### src/rtl/core/chained_hash_map_unit_assert.svh
// Assertion macros for the chained hash map unit.
`ifndef CHAINED_HASH_MAP_UNIT_ASSERT_SVH
`define CHAINED_HASH_MAP_UNIT_ASSERT_SVH

// Condition holds at every clock edge out of reset.
`define CHM_ASSERT_HOLDS(label, cond, msg) \
    label: assert property (@(posedge i_clk) disable iff (!i_rst_n) (cond)) \
        else $error(msg);

// Consequent holds in the cycle after the antecedent.
`define CHM_ASSERT_NEXT(label, ante, cons, msg) \
    label: assert property (@(posedge i_clk) disable iff (!i_rst_n) (ante) |=> (cons)) \
        else $error(msg);

`endif

### src/rtl/core/chm_pkg.sv
// Package: sizes, codes and entry layout of the chained hash map.
`default_nettype none
package chm_pkg;
    localparam int KEY_BYTES   = 8;
    localparam int VALUE_WIDTH = 32;
    localparam int BUCKETS     = 256;   // power of two: bucket is the low hash bits
    localparam int ENTRIES     = 1024;

    localparam int KEY_W   = 64;
    localparam int VAL_W   = 32;
    localparam int CNT_W   = 11;
    localparam int BKT_W   = $clog2(BUCKETS);
    localparam int ADDR_W  = $clog2(ENTRIES);
    localparam int IDX_W   = $clog2(ENTRIES + 1);

    localparam logic [IDX_W-1:0] NIL = IDX_W'(ENTRIES);
    localparam logic [KEY_W-1:0] KEY_MASK =
        (KEY_BYTES >= 8) ? {KEY_W{1'b1}} : ((KEY_W'(1) << (8 * KEY_BYTES)) - KEY_W'(1));

    localparam logic [63:0] DJB2_SEED = 64'd5381;
    localparam int          DJB2_SHIFT = 5;

    localparam logic [1:0] REQ_INSERT = 2'd0;
    localparam logic [1:0] REQ_LOOKUP = 2'd1;
    localparam logic [1:0] REQ_REMOVE = 2'd2;

    localparam logic [1:0] ST_OK        = 2'd0;
    localparam logic [1:0] ST_NOT_FOUND = 2'd1;
    localparam logic [1:0] ST_NO_MEMORY = 2'd2;

    typedef struct packed {
        logic [KEY_W-1:0]       key;
        logic [VALUE_WIDTH-1:0] value;
        logic [IDX_W-1:0]       link;
    } t_entry;
endpackage
`default_nettype wire

### src/rtl/core/chm_hash.sv
// Iterative djb2 hash, one key byte per cycle, giving the bucket index.
`default_nettype none
module chm_hash (
    input  wire logic                        i_clk,
    input  wire logic                        i_rst_n,
    input  wire logic                        i_start,
    input  wire logic [chm_pkg::KEY_W-1:0]   i_key,
    output logic                             o_done,
    output logic      [chm_pkg::BKT_W-1:0]   o_bucket
);
    import chm_pkg::*;

    localparam int BC_W = $clog2(KEY_BYTES + 1);

    logic [63:0]      r_h;
    logic [KEY_W-1:0] r_key;
    logic [BC_W-1:0]  r_cnt;
    logic             r_busy;
    logic             r_done;

    always_ff @(posedge i_clk) begin
        if (!i_rst_n) begin
            r_busy <= 1'b0;
            r_done <= 1'b0;
            r_cnt  <= '0;
        end else begin
            r_done <= 1'b0;
            if (i_start) begin
                r_busy <= 1'b1;
                r_cnt  <= '0;
                r_h    <= DJB2_SEED;
                r_key  <= i_key;
            end else if (r_busy) begin
                // h = h*33 + byte
                r_h   <= (r_h << DJB2_SHIFT) + r_h + {56'd0, r_key[7:0]};
                r_key <= r_key >> 8;
                r_cnt <= r_cnt + BC_W'(1);
                if (r_cnt == BC_W'(KEY_BYTES - 1)) begin
                    r_busy <= 1'b0;
                    r_done <= 1'b1;
                end
            end
        end
    end

    assign o_done   = r_done;
    assign o_bucket = r_h[BKT_W-1:0];
endmodule
`default_nettype wire

### config.mk
export PLATFORM = sky130hd
export DESIGN_NAME = chm_hash
export DESIGN_NICKNAME = d
export VERILOG_FILES = /design/src/rtl/core/chained_hash_map_unit_assert.svh /design/src/rtl/core/chm_pkg.sv /design/src/rtl/core/chm_hash.sv
export SDC_FILE = /design/constraint.sdc
export NUM_CORES = 1
export LEC_CHECK = 0
export ABC_AREA = 0
export BUFFER_PORTS_ARGS = -buffer_cell sky130_fd_sc_hd__buf_2
export CORE_MARGIN = 2
export CORE_UTILIZATION = 50
export CTS_BUF_LIST = sky130_fd_sc_hd__clkbuf_8
export DETAILED_ROUTE_END_ITERATION = 8
export PLACE_DENSITY = 0.74
export SYNTH_ARGS = -nofsm -noshare
export SYNTH_HDL_FRONTEND = slang
export SYNTH_SLANG_ARGS = --single-unit
export TNS_END_PERCENT = 30
### constraint.sdc
create_clock -name i_clk -period 3.88 [get_ports i_clk]
set_input_delay 0.388 -clock i_clk [delete_from_list [all_inputs] [get_ports i_clk]]
set_output_delay 0.388 -clock i_clk [all_outputs]
set_load 0.02 [all_outputs]
== Yosys cells after proc, flatten, opt, wreduce, memory -nomap -nowiden ==
Cells that the tools add are included.

* Register bits after elaboration: 134
* Bits of input ports: 67
* Word-level logic and storage cells: 22
* Output and inout bits: 9

* Add/subtract/negate cells: 3
* Reductions and logical operators: 4
* Multiplexer cells: 7
* Equal/unequal tests: 1
* Bitwise logic cells: 2

{| class="wikitable"
|+ Operator list
! operator !! number
|-
| $mux 64 || 3
|-
| $add 64x64->64 || 1
|-
| $add 64x8->64 || 1
|-
| $add 4x1->4 const B || 1
|-
| $eq 4x3->1 const B || 1
|-
| $mux 1 || 4
|-
| $reduce_or 3->1 || 1
|-
| $not 1->1 || 2
|-
| $reduce_and 2->1 || 1
|-
| $reduce_bool 2->1 || 1
|-
| $reduce_or 2->1 || 1
|}

== Longest topological paths before layout ==
* Depth after elaboration: 4
* Depth in mapped cells: 8
* Depth with buffers taken out: 8

== Least setup slack after synthesis ==
OpenSTA, ideal clock, no wires.

* Path kind: input to register
* Start point: input port i_start
* End point: register r_h[0], enable pin
* Required time: 3444 ps
* Cell stages on the path: 3
* Arrival time: 2365 ps
* Buffers on the path: 2
* Setup time: 436 ps
* Slack: 1078 ps
* Path through: buf_6 buf_2 o21a_1

* Cells in the longest elaborated chain, start to end: 2

{| class="wikitable"
|+ Ends and longest elaborated chain
! item !! RTL line !! text
|-
| start: declaration || chm_hash.sv:6 || <nowiki>input wire logic i_start,</nowiki>
|-
| $reduce_bool 2->1 (no line) || n/a ||
|-
| $reduce_and 2->1 (no line) || n/a ||
|-
| end signal: assignment || chm_hash.sv:35 || <nowiki>r_h <= (r_h << DJB2_SHIFT) + r_h + {56'd0, r_key[7:0]};</nowiki>
|-
| end: declaration || chm_hash.sv:15 || <nowiki>logic [63:0] r_h;</nowiki>
|}

No other way between the ends.
A chain may end at the register's enable or synchronous reset.

== Worst setup path in the final report ==
* Start point: register r_h[0]
* End point: register r_h[6], data pin

* Cells in the longest elaborated chain, start to end: 3

{| class="wikitable"
|+ Ends and longest elaborated chain
! item !! RTL line !! text
|-
| $add 64x64->64 || chm_hash.sv:35 ||
|-
| $add 64x8->64 || chm_hash.sv:35 ||
|-
| $mux 64 || chm_hash.sv:33 || <nowiki>end else if (r_busy) begin</nowiki>
|}

No other way between the ends. The select of a mux whose other input is x is not followed.

==> flow_metrics.env <==
export IMPL_synth_top_family_by_area="multiplexers"
export IMPL_cp_cell_sequence="inv_1, fa_1, inv_1, ha_1, nor4bb_1, or3_1, a211o_1"
export IMPL_cts_tree="yes"
export IMPL_core_area_sq_um=7140
export IMPL_cp_required_ns=3.97
export IMPL_die_y_microns=89.1
export IMPL_final_hold_violation_count=0
export IMPL_status="completed"
export IMPL_critPathLaunchType="register"
export IMPL_crit_top_cell="inv_1"
export IMPL_synth_fp_nets=307
export IMPL_yosys_area_share_simple_pct=6.18
export IMPL_clockRootBuffer="clkbuf_8"
export IMPL_max_stage_delay_ns=0.55
export IMPL_synthMuxAreaShare_pct=17.7
export IMPL_clock_skew_final_ns=0.0107
export IMPL_synth_seq_cells=78
export IMPL_slew_viol_final=0
export IMPL_yosysTopAreaCell="edfxtp_1"
export IMPL_yosysWarnings=0
export IMPL_fin_setup_tns_ns=0
export IMPL_drive_above_1_share_pct=48.9
export IMPL_fin_nets=384
export IMPL_slowest_stage="fa_1"
export IMPL_portBuffers=75
export IMPL_grt_start_max_net_pins=81
export IMPL_synth_adder_area_share_pct=5.80
export IMPL_clkTransAtPathRegs_ns=0.08
export IMPL_drc=0
export IMPL_synth_main_ff_cell="edfxtp_1"
export IMPL_cts_buffers=9
export IMPL_routed_wl_mm=5.84
export IMPL_grt_pass1_wl_mm=9.13
export IMPL_grt_setup_unrepaired="false"
export IMPL_async_reset_ff_share_pct=0
export IMPL_vias=2006
export IMPL_syn_to_final_growth_pct=17.3
export IMPL_clock_fmax_mhz=407
export IMPL_crit_arrival_ns=2.55
export IMPL_critPathCaptureType="register"
export IMPL_synth_compound_area_share_pct=2.80
export IMPL_vias_per_cell=4.94
export IMPL_p_per_area_nw_per_um2=439
export IMPL_htree_levels=3
export IMPL_vdd_drop_max_uv=241
export IMPL_cap_violations=0
export IMPL_critPathBufInv=2
export IMPL_synth_area_sq_um=3620
export IMPL_row_count=31
export IMPL_hold_ws_ns=0.330
export IMPL_relSlewSlack_pct=34.8
export IMPL_start_util_pct=50.8
export IMPL_avgRoutedWirePerCell_microns=14.4
export IMPL_clk_latency_ns=0.34
export IMPL_crit_family="adder cells"
export IMPL_die_width_microns=89.1
export IMPL_post_cts_buffers=0
export IMPL_ctsHoldBuffers=0
export IMPL_synth_area_leaders="edfxtp_1, mux2_2, ha_1"
export IMPL_synthCells=225
export IMPL_avgSynthCellArea_sq_um=16.1
export IMPL_synth_top_area_share_pct=59.7
export IMPL_antenna_found_initial=0
export IMPL_globalplace_congestion=0.844
export IMPL_grt_pass1_vias=1973
export IMPL_p_leak_nw=1.65
export IMPL_drt_first_pass_iters=4
export IMPL_final_common_cell="buf_2"
export IMPL_drtIter0Drc=85
export IMPL_ctsResizeCount=0
export IMPL_clock_sinks=78
export IMPL_crit_type="register to register"
export IMPL_hpwl_mm=3.95
export IMPL_grt_ovfl_total=0
export IMPL_finalSetupViolations=0
export IMPL_final_cell_mix="buf_2, edfxtp_1, mux2_2"
export IMPL_crit_fanout=5
export IMPL_track_usage_pct=15.6
export IMPL_multiInputGateArea_sq_um=1240
export IMPL_cts_buffer_depth=2
export IMPL_drtAntennaViolNets=0
export IMPL_synthDistinctLibCells=39
export IMPL_dieArea_sq_um=7940
export IMPL_min_path_type="input pin to register"
export IMPL_seq_area_sq_um=2280
export IMPL_synth_edf_count=72
export IMPL_tightest_slew_ns=0.978
export IMPL_pin_count=76
export IMPL_fin_crit_ns=2.46
export IMPL_diodes=0
export IMPL_fillers=612
export IMPL_synth_xor_area_share_pct=1.45
export IMPL_period_share_pct=63.3
export IMPL_yosysSeqAreaShare_pct=63.0
-- power by group --
part | total, W | leakage [nW] | internal (W) | switching [W]
Sequential | 0.00101 | 0.737 | 0.000992 | 0.0000188
Combinational | 0.000274 | 0.819 | 0.000138 | 0.000136
Clock | 0.000581 | 0.0941 | 0.000293 | 0.000289
-- kinds of logic after synthesis --
kind of cell / after synthesis
adders and majority gates: 15
DFF: 78
AOI/OAI and AO/OA: 13
xor gates and xnor gates: 6
buffers and inverters: 20
and+or+nand+nor: 36
muxes: 57
-- worst register-to-register path: cells and delay by family (launching register included) --
| family | cells | cell delay, ns |
|---|---|---|
| buffers and inverters | 2 | 0.13 |
| flip-flops | 1 | 0.38 |
| AND/OR/NAND/NOR | 2 | 0.59 |
| AO/OA/AOI/OAI | 1 | 0.24 |
| adder cells (fa/ha/maj) | 2 | 0.88 |
-- cells in the mapped netlist, types with 3 or more instances --
cell       n
mux2_2    56
xnor2_1    4
ha_1      12
a21oi_1    3
edfxtp_1  72
inv_1     11
buf_2      5
nor2_1     8
fa_1       3
nor4b_1    3
dfxtp_1    6
and2_1     8
-- metrics by stage --
step | instances | power [W] | util, % | setup WS (ns) | instance area, sq um
finish | 406 | 0.00187 | 59.6 | 1.42 | 4250
global route | 406 | 0.00195 | 59.6 | 1.33 | 4250
global placement | 390 | 0.00129 | 56.9 | 1.48 | 4060
detailed placement | 390 | 0.00131 | 56.9 | 1.43 | 4060
CTS | 406 | 0.00189 | 59.6 | 1.41 | 4250
floorplan | 225 | 0.00123 | - | 1.08 | 3620
-- state kept, by name, indices dropped and copies added, names as in the netlist --
| name | flops |
|---|---|
| r_key | 64 |
| r_h | 8 |
| r_cnt | 4 |
| o_done | 1 |
| r_busy | 1 |
-- routing by layer --
metal / vias up / share of wire, % / wire length, microns / track usage [%]
li1: 996 / - / - / -
met1: 944 / 41 / 2400 / 17.9
met2: 55 / 50 / 2940 / 26.3
met3: 11 / 6.7 / 390 / 5.54
met4: 0 / 1.9 / 112 / 7.33
met5: - / 0 / 0 / 0
-- area by class of cell --
cell class	count	area share, %
clock buffer	9	2.91
clock inverter	7	1.56
sequential	78	53.7
tap	99	2.91
multi-input combinational	127	29.1
inverter	11	0.971
timing repair buffer	75	8.89
-- final timing paths --
kind / from / endpoint / slack, ns / cells after the start
worst max-delay path: r_h[0] / r_h[6] / 1.42 / 7
worst min-delay path: i_key[63] / r_key[63] / 0.33 / 2
worst max register to register: r_h[0] / r_h[6] / 1.42 / 7
worst min register to register: r_cnt[3] / o_done / 0.52 / 1
(Power assumes the default switching activity.)
